==> src/rtl/ctc_greedy_decoder_core_assert.svh <==
// Assertion macros for the greedy CTC decoder.
`ifndef CTC_GREEDY_DECODER_CORE_ASSERT_SVH
`define CTC_GREEDY_DECODER_CORE_ASSERT_SVH

// Same-cycle implication, checked outside reset.
`define CTCGD_ASSERT_IMP(label, clk_sig, rst_sig, ante, cons) \
  label: assert property (@(posedge clk_sig) disable iff (rst_sig) (ante) |-> (cons)) \
    else $error("ctcgd check failed");

// Next-cycle implication, checked outside reset.
`define CTCGD_ASSERT_NXT(label, clk_sig, rst_sig, ante, cons) \
  label: assert property (@(posedge clk_sig) disable iff (rst_sig) (ante) |=> (cons)) \
    else $error("ctcgd check failed");

`endif

==> src/rtl/ctcgd_pkg.sv <==
// Types and constants shared by the greedy CTC decoder files.
package ctcgd_pkg;

  // Defaults for the top-level parameters
  localparam int MAX_CLASSES_DEF = 8192;
  localparam int MAX_STEPS_DEF   = 256;

  // Field and register widths
  localparam int SCORE_W      = 16;
  localparam int CHAR_INDEX_W = 13;
  localparam int CHAR_COUNT_W = 9;
  localparam int CLASS_CNT_W  = 14;
  localparam int DICT_W       = 13;
  localparam int CFG_DATA_W   = 14;
  localparam int CFG_INDEX_W  = 1;

  // Register indexes
  localparam logic [CFG_INDEX_W-1:0] CFG_NUM_CLASSES = 1'b0;
  localparam logic [CFG_INDEX_W-1:0] CFG_DICT_SIZE   = 1'b1;

  // Register reset values
  localparam logic [CLASS_CNT_W-1:0] NUM_CLASSES_RST = 14'd8192;
  localparam logic [DICT_W-1:0]      DICT_SIZE_RST   = 13'd8190;

  // Result kinds
  localparam logic KIND_CHAR    = 1'b0;
  localparam logic KIND_SUMMARY = 1'b1;

  typedef struct packed {
    logic signed [SCORE_W-1:0] score;
    logic                      seq_end;
  } score_item_t;

  typedef struct packed {
    logic                      kind;
    logic [CHAR_INDEX_W-1:0]   char_idx;
    logic                      is_space;
    logic signed [SCORE_W-1:0] confidence;
    logic [CHAR_COUNT_W-1:0]   char_count;
    logic                      last;
  } result_item_t;

  // Divider status towards the sequencer
  typedef struct packed {
    logic busy;
    logic done;
  } div_status_t;

  typedef enum logic [1:0] {
    ST_RUN,
    ST_DIV,
    ST_SUM
  } state_t;

endpackage

==> src/rtl/ctcgd_stream_if.sv <==
// Valid/ready stream channel carrying one item per handshake.
interface ctcgd_stream_if #(
  parameter type item_t = logic
) ();
  logic  valid;
  logic  ready;
  item_t data;

  modport source (output valid, output data, input ready);
  modport sink (input valid, input data, output ready);
endinterface

==> src/rtl/ctcgd_divider.sv <==
// Iterative signed divider: one quotient bit a cycle, truncates toward zero.
module ctcgd_divider
  import ctcgd_pkg::*;
#(
  parameter int SUM_W = 24,
  parameter int CNT_W = 9
) (
  input  logic                    clk,
  input  logic                    rst,
  input  logic                    start,
  input  logic signed [SUM_W-1:0] dividend,
  input  logic [CNT_W-1:0]        divisor,
  output div_status_t             status,
  output logic signed [SUM_W-1:0] quotient
);

  localparam int STEP_W = $clog2(SUM_W + 1);

  logic [SUM_W-1:0]  quo;
  logic [CNT_W-1:0]  rem;
  logic [CNT_W-1:0]  dsr;
  logic              neg;
  logic [STEP_W-1:0] steps;
  logic              busy;
  logic              done;

  logic [CNT_W:0]    shifted;
  logic [CNT_W:0]    diff;
  logic              fits;

  // Trial subtraction of the shifted remainder
  assign shifted = {rem, quo[SUM_W-1]};
  assign diff    = shifted - {1'b0, dsr};
  assign fits    = shifted >= {1'b0, dsr};

  // Control
  always_ff @(posedge clk) begin
    if (rst) begin
      busy  <= 1'b0;
      done  <= 1'b0;
      steps <= '0;
    end else begin
      done <= 1'b0;
      if (start) begin
        busy  <= 1'b1;
        steps <= STEP_W'(SUM_W);
      end else if (busy) begin
        steps <= steps - 1'b1;
        if (steps == STEP_W'(1)) begin
          busy <= 1'b0;
          done <= 1'b1;
        end
      end
    end
  end

  // Datapath: load magnitude, then shift in one quotient bit a cycle
  always_ff @(posedge clk) begin
    if (start) begin
      quo <= dividend[SUM_W-1] ? SUM_W'(-dividend) : dividend;
      neg <= dividend[SUM_W-1];
      rem <= '0;
      dsr <= divisor;
    end else if (busy) begin
      quo <= {quo[SUM_W-2:0], fits};
      rem <= fits ? diff[CNT_W-1:0] : shifted[CNT_W-1:0];
    end
  end

  assign quotient    = neg ? SUM_W'(-$signed(quo)) : $signed(quo);
  assign status.busy = busy;
  assign status.done = done;

endmodule

==> src/rtl/ctc_greedy_decoder_core.sv <==
// Greedy CTC decoder: row argmax, repeat/blank collapse and mean confidence.
//
//   channel   dir  handshake          payload
//   scores    in   valid/ready        score (Q3.12), seq_end
//   results   out  valid/ready        kind, char_idx, is_space, confidence,
//                                     char_count, last
//   cfg       in   cfg_wr_en          cfg_index, cfg_wr_data (no read-back)
//
// One score is taken per cycle while running and the result register is free;
// a row's argmax closes on its last score. On seq_end the mean goes through the
// bit-serial divider; no score is taken until the summary is loaded. Reset is
// synchronous and clears the sequence state, all but summary_count.
// A stalled result register holds the next score back until it is taken.
`include "ctc_greedy_decoder_core_assert.svh"

module ctc_greedy_decoder_core
  import ctcgd_pkg::*;
#(
  parameter int MAX_CLASSES = MAX_CLASSES_DEF,
  parameter int MAX_STEPS   = MAX_STEPS_DEF
) (
  input  logic                   clk,
  input  logic                   rst,
  ctcgd_stream_if.sink           scores,
  ctcgd_stream_if.source         results,
  input  logic                   cfg_wr_en,
  input  logic [CFG_INDEX_W-1:0] cfg_index,
  input  logic [CFG_DATA_W-1:0]  cfg_wr_data
);

  localparam int POS_W = (MAX_CLASSES > 2) ? $clog2(MAX_CLASSES) : 1;
  localparam int CMP_W = ((POS_W > DICT_W) ? POS_W : DICT_W) + 2;
  localparam int CNT_W = $clog2(MAX_STEPS + 1);
  localparam int SUM_W = $clog2(MAX_STEPS) + SCORE_W;

  // Configuration registers
  logic [CLASS_CNT_W-1:0] num_classes;
  logic [DICT_W-1:0]      dict_size;

  // Sequence state
  logic [POS_W-1:0]          class_position;
  logic signed [SCORE_W-1:0] row_best_score;
  logic [POS_W-1:0]          row_best_index;
  logic [POS_W-1:0]          previous_best_index;
  logic                      previous_valid;
  logic signed [SUM_W-1:0]   conf_accum;
  logic [CNT_W-1:0]          emitted_count;
  logic [CNT_W-1:0]          summary_count;

  state_t state;
  state_t state_next;

  result_item_t res;
  logic         res_valid;

  score_item_t               item;
  logic                      accept;
  logic                      out_free;
  logic                      load_char;
  logic                      load_sum;
  logic                      start_div;

  logic [CMP_W-1:0]          cc_raw;
  logic [CMP_W-1:0]          cc_eff;
  logic [CMP_W-1:0]          pos_ext;
  logic [CMP_W-1:0]          best_ext;
  logic [CMP_W-1:0]          ci;
  logic [CMP_W-1:0]          dict_ext;
  logic                      take_new;
  logic signed [SCORE_W-1:0] cur_best_score;
  logic [POS_W-1:0]          cur_best_index;
  logic                      row_close;
  logic                      fresh;
  logic                      is_char;
  logic                      is_sp;
  logic                      emit;
  logic                      counted;
  logic signed [SUM_W-1:0]   sum_next;
  logic [CNT_W-1:0]          count_next;

  div_status_t             div_status;
  logic signed [SUM_W-1:0] div_quotient;

  assign item     = scores.data;
  assign out_free = !res_valid || results.ready;
  assign accept   = scores.valid && scores.ready;

  // Configuration writes
  always_ff @(posedge clk) begin
    if (rst) begin
      num_classes <= NUM_CLASSES_RST;
      dict_size   <= DICT_SIZE_RST;
    end else if (cfg_wr_en) begin
      case (cfg_index)
        CFG_NUM_CLASSES: num_classes <= cfg_wr_data[CLASS_CNT_W-1:0];
        CFG_DICT_SIZE:   dict_size   <= cfg_wr_data[DICT_W-1:0];
        default: ;
      endcase
    end
  end

  // Effective class count, clamped to [2, MAX_CLASSES]
  always_comb begin
    cc_raw = CMP_W'(num_classes);
    if (cc_raw < CMP_W'(2)) begin
      cc_eff = CMP_W'(2);
    end else if (cc_raw > CMP_W'(MAX_CLASSES)) begin
      cc_eff = CMP_W'(MAX_CLASSES);
    end else begin
      cc_eff = cc_raw;
    end
  end

  // Running argmax; the first index wins a tie
  assign take_new       = (class_position == '0) || (item.score > row_best_score);
  assign cur_best_score = take_new ? item.score : row_best_score;
  assign cur_best_index = take_new ? class_position : row_best_index;

  // Row close and emission decision
  assign pos_ext   = CMP_W'(class_position);
  assign row_close = (pos_ext + CMP_W'(1) >= cc_eff) || item.seq_end;
  assign best_ext  = CMP_W'(cur_best_index);
  assign ci        = best_ext - CMP_W'(1);
  assign dict_ext  = CMP_W'(dict_size);
  assign fresh     = (cur_best_index != '0) &&
                     !(previous_valid && (cur_best_index == previous_best_index));
  assign is_char   = ci < dict_ext;
  assign is_sp     = !is_char && (ci == dict_ext) && (cc_eff == dict_ext + CMP_W'(2));
  assign emit      = row_close && fresh && (is_char || is_sp);
  assign counted   = emit && (emitted_count < CNT_W'(MAX_STEPS));

  assign sum_next   = counted ? conf_accum + SUM_W'(cur_best_score) : conf_accum;
  assign count_next = counted ? emitted_count + CNT_W'(1) : emitted_count;

  // Sequencer: next state and strobes
  always_comb begin
    state_next    = state;
    scores.ready  = 1'b0;
    load_char     = 1'b0;
    load_sum      = 1'b0;
    start_div     = 1'b0;
    case (state)
      ST_RUN: begin
        scores.ready = out_free;
        if (scores.valid && out_free) begin
          load_char = emit;
          if (item.seq_end) begin
            start_div  = 1'b1;
            state_next = ST_DIV;
          end
        end
      end
      ST_DIV: begin
        if (div_status.done) begin
          state_next = ST_SUM;
        end
      end
      ST_SUM: begin
        if (out_free) begin
          load_sum   = 1'b1;
          state_next = ST_RUN;
        end
      end
      default: state_next = ST_RUN;
    endcase
  end

  always_ff @(posedge clk) begin
    if (rst) begin
      state <= ST_RUN;
    end else begin
      state <= state_next;
    end
  end

  // Sequence state update on each accepted score
  always_ff @(posedge clk) begin
    if (rst) begin
      class_position      <= '0;
      row_best_score      <= '0;
      row_best_index      <= '0;
      previous_best_index <= '0;
      previous_valid      <= 1'b0;
      conf_accum          <= '0;
      emitted_count       <= '0;
    end else if (accept) begin
      if (item.seq_end) begin
        class_position      <= '0;
        row_best_score      <= '0;
        row_best_index      <= '0;
        previous_best_index <= '0;
        previous_valid      <= 1'b0;
        conf_accum          <= '0;
        emitted_count       <= '0;
      end else begin
        row_best_score <= cur_best_score;
        row_best_index <= cur_best_index;
        conf_accum     <= sum_next;
        emitted_count  <= count_next;
        if (row_close) begin
          class_position      <= '0;
          previous_best_index <= cur_best_index;
          previous_valid      <= 1'b1;
        end else begin
          class_position <= class_position + 1'b1;
        end
      end
    end
  end

  // Count for the pending summary
  always_ff @(posedge clk) begin
    if (start_div) begin
      summary_count <= count_next;
    end
  end

  ctcgd_divider #(
    .SUM_W (SUM_W),
    .CNT_W (CNT_W)
  ) u_div (
    .clk      (clk),
    .rst      (rst),
    .start    (start_div),
    .dividend (sum_next),
    .divisor  (count_next),
    .status   (div_status),
    .quotient (div_quotient)
  );

  // Result register
  always_ff @(posedge clk) begin
    if (rst) begin
      res_valid <= 1'b0;
    end else if (load_char || load_sum) begin
      res_valid <= 1'b1;
    end else if (results.ready) begin
      res_valid <= 1'b0;
    end
  end

  always_ff @(posedge clk) begin
    if (load_char) begin
      res.kind       <= KIND_CHAR;
      res.char_idx   <= CHAR_INDEX_W'(ci);
      res.is_space   <= is_sp;
      res.confidence <= '0;
      res.char_count <= '0;
      res.last       <= 1'b0;
    end else if (load_sum) begin
      res.kind       <= KIND_SUMMARY;
      res.char_idx   <= '0;
      res.is_space   <= 1'b0;
      res.confidence <= (summary_count == '0) ? '0 : SCORE_W'(div_quotient);
      res.char_count <= CHAR_COUNT_W'(summary_count);
      res.last       <= 1'b1;
    end
  end

  assign results.valid = res_valid;
  assign results.data  = res;

  // Checks
  `CTCGD_ASSERT_IMP(a_no_take_busy, clk, rst, state != ST_RUN, !scores.ready)
  `CTCGD_ASSERT_NXT(a_end_starts_div, clk, rst, accept && item.seq_end, state == ST_DIV)
  `CTCGD_ASSERT_IMP(a_done_in_div, clk, rst, div_status.done, state == ST_DIV)
  `CTCGD_ASSERT_IMP(a_summary_last, clk, rst, res_valid && (res.kind == KIND_SUMMARY),
                    res.last && (res.char_idx == '0))

endmodule

==> src/flat_wrapper.sv <==
// flat-port wrapper written by rule: the top's interface ports become plain ports
module ctc_greedy_decoder_core_flat import ctcgd_pkg::*;
#(
  parameter int MAX_CLASSES = MAX_CLASSES_DEF,
  parameter int MAX_STEPS   = MAX_STEPS_DEF
)
  (clk, rst, cfg_wr_en, cfg_index, cfg_wr_data, scores_valid, scores_data, scores_ready, results_valid, results_data, results_ready);
  ctcgd_stream_if #(.item_t(score_item_t)) scores_i ();
  ctcgd_stream_if #(.item_t(result_item_t)) results_i ();
  input  logic clk;
  input  logic rst;
  input  logic cfg_wr_en;
  input  logic [CFG_INDEX_W-1:0] cfg_index;
  input  logic [CFG_DATA_W-1:0] cfg_wr_data;
  input wire logic [$bits(scores_i.valid)-1:0] scores_valid;
  input wire logic [$bits(scores_i.data)-1:0] scores_data;
  output wire logic [$bits(scores_i.ready)-1:0] scores_ready;
  output wire logic [$bits(results_i.valid)-1:0] results_valid;
  output wire logic [$bits(results_i.data)-1:0] results_data;
  input wire logic [$bits(results_i.ready)-1:0] results_ready;
  assign scores_i.valid = scores_valid;
  assign scores_i.data = scores_data;
  assign scores_ready = scores_i.ready;
  assign results_valid = results_i.valid;
  assign results_data = results_i.data;
  assign results_i.ready = results_ready;
  ctc_greedy_decoder_core #(.MAX_CLASSES(MAX_CLASSES), .MAX_STEPS(MAX_STEPS)) u_core (.clk(clk), .rst(rst), .scores(scores_i), .results(results_i), .cfg_wr_en(cfg_wr_en), .cfg_index(cfg_index), .cfg_wr_data(cfg_wr_data));
endmodule
==> config.mk <==
export PLATFORM = sky130hd
export DESIGN_NAME = ctc_greedy_decoder_core_flat
export DESIGN_NICKNAME = d
export VERILOG_FILES = /design/src/rtl/ctcgd_pkg.sv /design/src/rtl/ctcgd_stream_if.sv /design/src/rtl/ctcgd_divider.sv /design/src/rtl/ctc_greedy_decoder_core.sv /design/src/flat_wrapper.sv
export VERILOG_INCLUDE_DIRS = /design/src /design/src/rtl
export SDC_FILE = /design/constraint.sdc
export NUM_CORES = 1
export LEC_CHECK = 0
export BUFFER_PORTS_ARGS = -buffer_cell sky130_fd_sc_hd__buf_2
export CORE_UTILIZATION = 40
export DETAILED_ROUTE_END_ITERATION = 16
export HOLD_SLACK_MARGIN = 0.15
export PLACE_DENSITY = 0.65
export SLEW_MARGIN = 5
export SYNTH_ARGS = -nofsm -noshare
export SYNTH_HDL_FRONTEND = slang
export SYNTH_SLANG_ARGS = --single-unit
export TNS_END_PERCENT = 10
==> constraint.sdc <==
create_clock -name clk -period 8.5 [get_ports clk]
set_input_delay 0.85 -clock clk [delete_from_list [all_inputs] [get_ports clk]]
set_output_delay 0.85 -clock clk [all_outputs]
set_load 0.02 [all_outputs]
==> results of run 1 <==
-- state kept, by name (all words and copies together), names as in the netlist, 9 cells and up --
name and cells:
u_core.num_classes 14, u_core.emitted_count 9, u_core.summary_count 9, u_core.row_best_score 16, u_core.class_position 13, u_core.u_div.rem 9, u_core.row_best_index 13, u_core.conf_accum 24
u_core.results.data 40, u_core.u_div.quo 24, u_core.dict_size 13, u_core.previous_best_index 13
-- layer usage --
layer	routed length (µm)	GRT usage, %	up-vias
met1	18800	31.1	5815
met2	15800	30.6	403
met3	2360	2.64	50
li1	-	-	6111
met5	0	0	-
met4	771	5.33	0
-- worst paths after layout --
check | from | endpoint | slack, ns | cells past startpoint
max | scores_data[7] | u_core.u_div.quo[18] | 0.61 | 30
min | u_core.results.data[1] | u_core.results.data[1] | 0.45 | 2
max reg2reg | u_core.row_best_score[6] | u_core.u_div.quo[18] | 0.66 | 30
min reg2reg | u_core.results.data[1] | u_core.results.data[1] | 0.45 | 2
-- metrics by stage --
step                setup slack (ns)  std cells  utilization (%)
floorplan                      0.532       1667                -
global placement               0.403       2124             43.4
detailed placement             0.117       2124             43.4
CTS                            0.636       2170             46.1
global route                  0.0988       2170             46.1
finish                         0.612       2170             46.1
-- layout make-up --
type	count	area [µm²]	area share [%]
clock buffer	30	718	4.60
clock inverter	16	188	1.20
inverter	80	300	1.92
multi-input combinational	1284	8590	55.0
sequential	209	4660	29.9
tap	448	561	3.59
timing repair buffer	103	591	3.78
-- power by group through the flow --
stage	clock network [mW]	registers [mW]	logic, mW
3_5_place_dp	0	1.16	0.699
6_report	1.17	1.14	0.707
2_1_floorplan	0	1.16	0.514
4_1_cts	1.19	1.14	0.703
3_3_place_gp	0	1.16	0.689
5_1_grt	1.23	1.15	0.783
-- worst max-delay path: cells and delay by family --
family	cells	cell delay (ns)
xor+xnor	1	0.19
buf+inv	1	0.11
mux	3	0.99
fa+ha+maj	3	0.87
simple gates	14	3.39
compound gates	8	1.71
-- cells in the mapped netlist (8+ instances only) --
cell type    n  area (µm²)
nor2_1     167         627
dfxtp_1    161        3220
nand2_1    149         559
a21oi_1     99         495
o21ai_0     92         460
ha_1        83        1040
inv_1       80         300
clkbuf_1    68         255
xnor2_1     62         543
edfxtp_1    48        1440
xor2_1      48         420
a22oi_1     45         338
nor3_1      40         200
and3_1      36         225
mux2i_1     36         360
nand3_1     35         175
nor4_1      27         169
nand2b_1    22         138
and2_1      21         131
nor2b_1     20         125
or4_1       19         143
a211oi_1    18         135
a211o_1     17         149
a21o_1      17         128
nand4_1     17         106
or3_1       17         106
a22o_1      16         140
o211ai_1    16         120
o31ai_1     12        90.1
buf_2       11        55.1
mux2_2      11         124
o21a_1      11        82.6
nand3b_1    10        75.1
a2bb2oi_1    9        78.8
a31oi_1      9        56.3
buf_1        8        30.0
-- cell usage in the layout, fill, tap and decap left out, types with 18 or more instances in the layout --
cell type / n
nor2_1: 166
dfxtp_1: 161
nand2_1: 148
a21oi_1: 99
o21ai_0: 92
ha_1: 83
inv_1: 80
buf_2: 78
xnor2_1: 62
xor2_1: 48
edfxtp_1: 48
a22oi_1: 45
nor3_1: 39
and3_1: 36
nand3_1: 35
mux2i_1: 35
clkbuf_16: 28
nor4_1: 27
buf_4: 24
nand2b_1: 22
and2_1: 21
nor2b_1: 20
or4_1: 19
a211oi_1: 18
-- logic make-up after synthesis --
family | synth area share, %
flip-flops | 33.5
buffers and inverters | 5.03
multiplexers | 4.07
XOR/XNOR | 7.24
adder cells (fa/ha/maj) | 7.75
AND/OR/NAND/NOR | 21.8
AO/OA/AOI/OAI | 20.6
==> impl_metrics.py, run 1 <==
metrics = {
    "status": {
        "outcome": "finished, final reports clean",
    },
    "worst_setup_path": {
        "cp-start-kind": "input pin",
        "crit_path_max_incr_delay_ns": 0.54,
        "end_kind": "register",
        "worst_ep_arrival_time_ns": 8.13,
        "cp_max_fo": 7,
        "critical_path_class": "in2reg",
        "slowest_stage": "or4_1",
        "critical_path_required_ns": 8.74,
    },
    "clock_network": {
        "cts.sinks": 209,
        "cts.path.max_buffers": 3,
        "h-tree-depth": 1,
        "numCtsBuffers": 25,
        "cts.repair.resized": 0,
        "postCtsHoldBufs": 0,
        "cts_root_buffer": "clkbuf_16",
        "post_cts_buffers": 0,
        "clock_latency_ns": 0.54,
        "cts_tree": "yes",
        "clk_pin_slew_ns": 0.06,
    },
    "power_and_ir_drop": {
        "leakage_nw": 6.58,
        "power_density_nw_per_um2": 193,
        "p_int_mw": 2.09,
        "swShare_pct": 30.8,
        "p_comb_share_pct": 23.4,
        "total_power_mw": 3.01,
        "pwr-share-clk_pct": 38.7,
        "switching_power_mw": 0.929,
        "irDropWorstVdd_mv": 0.142,
        "power_frac_seq_pct": 37.8,
    },
    "route": {
        "ant_nets": 0,
        "drtPass1Iterations": 6,
        "vias_per_cell": 5.70,
        "vias": 12400,
        "wl_per_cell_um": 17.4,
        "drt_iter0_markers": 1149,
        "post-route-drc-count": 0,
        "drt_wl_total_um": 37700,
    },
    "synthesis": {
        "ys_types": 85,
        "async_flop_share_pct": 0,
        "synth_edf_count": 48,
        "synthFlopType": "dfxtp_1",
        "ys_seq_elements": 209,
        "avgSynthCellArea_um2": 8.35,
        "netlist_area_um2": 13900,
        "syn_nets": 1789,
        "ys_seq_area_share_pct": 33.5,
        "yosysWarnings": 0,
        "synthCells": 1667,
    },
    "sta": {
        "finClkSkew_ns": 0.0201,
        "setup_viol": 0,
        "tns_ns": 0,
        "final_hold_viol_count": 0,
        "holdWs_ns": 0.454,
        "drv_slew": 0,
        "rsz0062_at_grt": "false",
        "post-route-min-period_ns": 7.89,
        "timing.fmax_mhz": 127,
        "final.period_utilization_pct": 92.8,
        "worst_pin_slew_ns": 1.22,
        "relSlewSlack_pct": 18.4,
    },
    "floorplanning": {
        "io_pins": 80,
        "die_w_um": 189,
        "fp.coreArea_um2": 33900,
        "num_rows": 67,
        "die_h_um": 189,
        "die_area_um2": 35600,
        "initial_core_util_pct": 41.1,
    },
    "layout": {
        "insertedDiodeCount": 0,
        "fin_nets": 1825,
        "drive_above_1_share_pct": 11.2,
        "area_delta_synth_final_pct": 12.1,
        "nFillCells": 3320,
        "fin_area_um2": 15600,
    },
    "global_route": {
        "grt_overflow": 0,
        "grt_pass1_vias": 11300,
        "grt_pass1_wl_um": 60600,
        "grt_max_degree": 80,
        "grt_usage_pct": 20.6,
        "antenna_found_initial": 0,
    },
    "placement": {
        "io_buffers": 79,
        "place_hpwl_um": 27800,
        "place_area_um2": 14700,
        "routabilityCongestion": 0.945,
    },
    "run": {
        "maxCapViolCount": 0,
    },
    "min_path": {
        "hold_class": "reg2reg",
    },
}
(Power assumes the default switching activity.)
==> run 2, diff against run 1 <==
--- a/config.mk
+++ b/config.mk
@@ -7,10 +7,10 @@
 export NUM_CORES = 1
 export LEC_CHECK = 0
 export BUFFER_PORTS_ARGS = -buffer_cell sky130_fd_sc_hd__buf_2
-export CORE_UTILIZATION = 40
+export CORE_UTILIZATION = 50
 export DETAILED_ROUTE_END_ITERATION = 16
 export HOLD_SLACK_MARGIN = 0.15
-export PLACE_DENSITY = 0.65
+export PLACE_DENSITY = 0.77
 export SLEW_MARGIN = 5
 export SYNTH_ARGS = -nofsm -noshare
 export SYNTH_HDL_FRONTEND = slang
==> impl_metrics.py, run 2 (synthesis results as in run 1) <==
metrics = {
    "status": {
        "outcome": "finished, final reports clean",
    },
    "layout": {
        "final_cell_mix": "nor2_1, dfxtp_1, nand2_1",
        "insertedDiodeCount": 0,
        "area_delta_synth_final_pct": 11.1,
        "largest_reg_flops": 40,
        "layout_commonest_cell": "nor2_1",
        "final-instance-count-excl-fill": 2096,
        "fin_util_pct": 57.1,
        "fin_nets": 1828,
        "drive_above_1_share_pct": 11.4,
    },
    "clock_network": {
        "clock_latency_ns": 0.53,
        "cts.path.max_buffers": 3,
        "cts_root_buffer": "clkbuf_16",
        "clk_pin_slew_ns": 0.06,
        "numCtsBuffers": 24,
        "cts.repair.resized": 0,
        "h-tree-depth": 1,
        "cts.sinks": 209,
        "cts_tree": "yes",
    },
    "placement": {
        "place_inst": 2047,
        "io_buffers": 79,
        "pre_cts_slack_ns": 0.195,
        "place_hpwl_um": 26800,
        "routabilityCongestion": 0.923,
    },
    "worst_setup_path": {
        "cp-start-kind": "input pin",
        "end_kind": "register",
        "critical_path_class": "in2reg",
        "cp_num_buf_inv": 2,
        "cp_top_family": "simple AND/OR/NAND/NOR gates",
        "critical_path_required_ns": 8.75,
        "slowest_stage": "or4_1",
        "worst_ep_arrival_time_ns": 8.06,
        "crit_path_max_incr_delay_ns": 0.53,
        "cp_max_fo": 11,
    },
    "route": {
        "vias_per_cell": 6.07,
        "drt_iter0_markers": 1140,
        "drt_wl_total_um": 37000,
        "ant_nets": 0,
        "vias": 12700,
        "post-route-drc-count": 0,
        "wl_per_cell_um": 17.6,
        "drtPass1Iterations": 7,
    },
    "sta": {
        "rsz0062_at_grt": "false",
        "layout_setup_ws_ns": 0.695,
        "tns_ns": 0,
        "drv_slew": 0,
        "relSlewSlack_pct": 15.9,
        "post-route-min-period_ns": 7.80,
        "finClkSkew_ns": 0.0157,
        "final.period_utilization_pct": 91.8,
        "final_hold_viol_count": 0,
        "setup_viol": 0,
        "holdWs_ns": 0.450,
        "worst_pin_slew_ns": 1.26,
        "timing.fmax_mhz": 128,
    },
    "floorplanning": {
        "die_w_um": 169,
        "die_area_um2": 28500,
        "fp.coreArea_um2": 27100,
        "num_rows": 60,
        "die_h_um": 169,
        "initial_core_util_pct": 51.4,
        "io_pins": 80,
    },
    "global_route": {
        "grt_usage_pct": 25.6,
        "antenna_found_initial": 1,
        "grt_overflow": 0,
        "grt_pass1_wl_um": 60200,
        "grt_pass1_vias": 11700,
        "grt_max_degree": 94,
    },
    "min_path": {
        "hold_class": "reg2reg",
    },
    "power_and_ir_drop": {
        "p_int_mw": 2.04,
        "pwr-share-clk_pct": 37.3,
        "power_density_nw_per_um2": 190,
        "leakage_nw": 6.57,
        "power_frac_seq_pct": 38.9,
        "p_comb_share_pct": 23.8,
        "irDropWorstVdd_mv": 0.133,
        "switching_power_mw": 0.908,
        "swShare_pct": 30.8,
    },
    "run": {
        "maxCapViolCount": 0,
    },
}
[run 2: cell types whose count changed in the layout (fill, tap and decap cells not counted), sizes merged]
cell,change
clkinvlp,-1
buf,+4
clkinv,-4
clkbuf,+5
bufinv,-2
[run 2: layout make-up]
class	count	area (µm²)
Fill cell	2435	11600
Multi-Input combinational cell	1284	8580
Sequential cell	209	4660
Clock buffer	35	754
Timing Repair Buffer	107	608
Tap cell	372	465
Inverter	80	300
Clock inverter	9	101
[run 2: repair_timing]
item / CTS / global route
buffers inserted: 0 / 5
hold buffers: 0 / 0
setup endpoints to repair: 0 / 1
[run 2: path summary, 6_finish.rpt]
kind                                          endpoint  slack, ns                 startpoint  depth (start not counted)
worst max-delay path              u_core.u_div.quo[18]       0.70            scores_data[16]                         30
worst min-delay path            u_core.results.data[9]       0.45     u_core.results.data[9]                          2
worst max register to register    u_core.u_div.quo[18]       0.75  u_core.row_best_score[15]                         30
worst min register to register  u_core.results.data[9]       0.45     u_core.results.data[9]                          2
[run 2: power by group through the flow]
stage | Clock, mW | Combinational [mW] | Sequential [mW]
2_1_floorplan | 0 | 0.514 | 1.16
3_3_place_gp | 0 | 0.670 | 1.16
3_5_place_dp | 0 | 0.686 | 1.16
4_1_cts | 1.12 | 0.691 | 1.14
5_1_grt | 1.15 | 0.776 | 1.15
6_report | 1.10 | 0.702 | 1.14
[run 2: worst reg2reg max path: cells and delay by family, from the launching register on]
family / cells / cell delay [ns]
AO/OA/AOI/OAI: 6 / 1.18
XOR/XNOR: 1 / 0.08
adder cells (fa/ha/maj): 3 / 0.93
buffers and inverters: 2 / 0.30
flip-flops: 1 / 0.33
multiplexers: 2 / 0.42
AND/OR/NAND/NOR: 16 / 4.24
[run 2: through the flow]
step / power, mW / area [µm²]
after CTS: 2.95 / 15400
after floorplan: 1.68 / 13900
after detailed placement: 1.85 / 14600
after global routing: 3.08 / 15500
after global placement: 1.83 / 14600
final: 2.95 / 15500
[run 2: metal layers]
metal	share of wire (%)	track usage, %	vias to the layer above
met5	0.035	0	-
met1	47	37.1	6013
met3	7.6	3.32	69
li1	-	-	6114
met2	43	39.7	523
met4	2.1	6.76	2
==> run 3, diff against run 2 <==
--- a/config.mk
+++ b/config.mk
@@ -6,9 +6,11 @@
 export SDC_FILE = /design/constraint.sdc
 export NUM_CORES = 1
 export LEC_CHECK = 0
+export ABC_AREA = 1
 export BUFFER_PORTS_ARGS = -buffer_cell sky130_fd_sc_hd__buf_2
 export CORE_UTILIZATION = 50
 export DETAILED_ROUTE_END_ITERATION = 16
+export GPL_TIMING_DRIVEN = 0
 export HOLD_SLACK_MARGIN = 0.15
 export PLACE_DENSITY = 0.77
 export SLEW_MARGIN = 5
==> impl_metrics.py, run 3 <==
metrics = {
    "power_and_ir_drop": {
        "switching_power_mw": 0.941,
        "irDropWorstVdd_mv": 0.220,
        "p_int_mw": 2.02,
        "total_power_mw": 2.96,
        "swShare_pct": 31.8,
        "leakage_nw": 6.93,
        "pwr-share-clk_pct": 38.7,
        "p_comb_share_pct": 22.0,
        "power_density_nw_per_um2": 200,
        "power_frac_seq_pct": 39.3,
    },
    "clock_network": {
        "cts.sinks": 209,
        "clk_pin_slew_ns": 0.06,
        "postCtsHoldBufs": 0,
        "cts_tree": "yes",
        "post_cts_buffers": 0,
        "h-tree-depth": 1,
        "cts_root_buffer": "clkbuf_16",
        "clock_latency_ns": 0.54,
        "cts.path.max_buffers": 3,
        "numCtsBuffers": 25,
        "cts.repair.resized": 0,
    },
    "synthesis": {
        "ys_seq_elements": 209,
        "synth.largest_area_cell": "dfxtp_1",
        "synthFlopType": "dfxtp_1",
        "synth_commonest_cells": "nand2_1, inv_1, dfxtp_1, a21oi_1, o21ai_0",
        "synth_edf_count": 48,
        "async_flop_share_pct": 0,
        "ys_seq_area_share_pct": 35.7,
        "ys_top_cells_by_area": "dfxtp_1, nand2_1, edfxtp_1",
        "synthCells": 1798,
        "yosysWarnings": 0,
        "netlist_area_um2": 13100,
        "ys_types": 55,
        "syn_nets": 1920,
        "yosys.area.top_type_share_pct": 24.6,
        "avgSynthCellArea_um2": 7.28,
        "yosysMostFrequentCell": "nand2_1",
    },
    "floorplanning": {
        "fp.coreArea_um2": 25400,
        "die_w_um": 164,
        "num_rows": 58,
        "die_h_um": 164,
        "initial_core_util_pct": 51.5,
        "io_pins": 80,
        "die_area_um2": 26800,
    },
    "route": {
        "drtPass1Iterations": 7,
        "wl_per_cell_um": 16.1,
        "drt_iter0_markers": 1086,
        "drt_wl_total_um": 36200,
        "post-route-drc-count": 0,
        "vias": 12600,
        "vias_per_cell": 5.60,
        "ant_nets": 0,
    },
    "worst_setup_path": {
        "r2r_slack_ns": 1.02,
        "critical_path_required_ns": 8.93,
        "slowest_stage": "nand2_1",
        "reg2reg_from": "u_core.row_best_score[15]",
        "crit_path_max_incr_delay_ns": 0.76,
        "end_kind": "register",
        "reg2reg_depth": 44,
        "cp_max_fo": 16,
        "worst_ep_arrival_time_ns": 7.96,
        "cp-start-kind": "input pin",
        "reg2reg_to": "u_core.results.data[18]",
        "critical_path_class": "in2reg",
        "crit_path_frequent_cell": "inv_1",
    },
    "sta": {
        "post-route-min-period_ns": 7.53,
        "worst_pin_slew_ns": 1.03,
        "finClkSkew_ns": 0.0232,
        "drv_slew": 0,
        "tns_ns": 0,
        "timing.fmax_mhz": 133,
        "holdWs_ns": 0.448,
        "final_hold_viol_count": 0,
        "relSlewSlack_pct": 31.1,
        "rsz0062_at_grt": "false",
        "layout_setup_ws_ns": 0.970,
        "final.period_utilization_pct": 88.6,
        "setup_viol": 0,
    },
    "global_route": {
        "grt_usage_pct": 27.1,
        "grt_pass1_wl_um": 58300,
        "grt_overflow": 0,
        "grt_max_degree": 28,
        "grt_pass1_vias": 11700,
        "antenna_found_initial": 1,
    },
    "layout": {
        "insertedDiodeCount": 0,
        "layout_commonest_cell": "nand2_1",
        "fin_nets": 2025,
        "area_delta_synth_final_pct": 12.9,
        "largest_reg_flops": 40,
        "drive_above_1_share_pct": 10.1,
        "final_cell_mix": "nand2_1, inv_1, dfxtp_1",
    },
    "placement": {
        "routabilityCongestion": 0.966,
        "place_hpwl_um": 27800,
        "pre_cts_slack_ns": 0.590,
        "io_buffers": 78,
    },
    "min_path": {
        "min_to": "u_core.results.data[22]",
        "hold_class": "reg2reg",
        "worstHoldStart": "u_core.results.data[22]",
        "whs_path_depth": 2,
    },
    "run": {
        "maxCapViolCount": 0,
    },
    "status": {
        "outcome": "finished, final reports clean",
    },
}
[run 3: cell types whose count changed in the layout (fill, tap and decap cells not counted), sizes merged, moves of 42 or more]
cell / before / now
a21oi: 99 / 149
o21ai: 96 / 146
clkbuf: 35 / 77
inv: 81 / 215
nand3: 35 / 112
xnor2: 62 / 19
nand2: 149 / 450
a22oi: 45 / 3
[run 3: critical path: cells and delay by family]
kind            cells  cell delay, ns
simple gates       24            3.87
buf+inv            12            1.80
compound gates      6            0.94
fa+ha+maj           2            0.49
[run 3: routing by layer]
layer | part of all wire [%] | routed length [µm] | up-vias | track usage, %
li1 | - | - | 6259 | -
met1 | 45 | 16100 | 5844 | 36.4
met2 | 46 | 16500 | 435 | 44.5
met3 | 7.2 | 2620 | 67 | 4.24
met4 | 2.6 | 938 | 2 | 8.16
met5 | 0.033 | 12 | - | 0
[run 3: logic make-up after synthesis]
kind of cell,Yosys count,synth area share [%]
fa+ha+maj,85,8.24
compound gates,379,16.8
simple gates,771,25.8
buf+inv,280,8.49
xor+xnor,74,4.95
flops,209,35.7
[run 3: worst max-delay path by stage]
stage,startpoint,end,slack (ns),cells past startpoint
2_1_floorplan,scores_data[16],u_core.u_div.quo[16],2.60,46
3_3_place_gp,scores_data[16],u_core.results.data[22],0.74,44
3_5_place_dp,scores_data[16],u_core.results.data[18],0.59,44
4_1_cts,scores_data[16],u_core.results.data[18],1.11,44
5_1_grt,scores_data[6],u_core.results.data[16],0.52,46
6_report,scores_data[16],u_core.results.data[18],0.97,44
[run 3: cell type report]
cell class	instances	area, µm²
Fill cell	2319	10600
Multi-Input combinational cell	1309	7310
Sequential cell	209	4660
Inverter	214	803
Clock buffer	31	711
Tap cell	330	413
Timing Repair Buffer	78	390
Buffer	66	308
Clock inverter	15	174
[run 3: stage by stage]
stage,std cells,cell area [µm²],utilization [%]
after floorplan,1798,13100,-
after global placement,2206,13900,54.7
final,2252,14800,58.1
after global routing,2252,14800,58.1
after CTS,2252,14800,58.1
after detailed placement,2206,13900,54.7
[run 3: power groups by stage]
stage	clock [mW]	sequential [mW]	combinational (mW)
3_3_place_gp	0	1.18	0.621
4_1_cts	1.15	1.16	0.643
5_1_grt	1.19	1.17	0.728
3_5_place_dp	0	1.18	0.639
6_report	1.15	1.16	0.651
2_1_floorplan	0	1.20	0.437
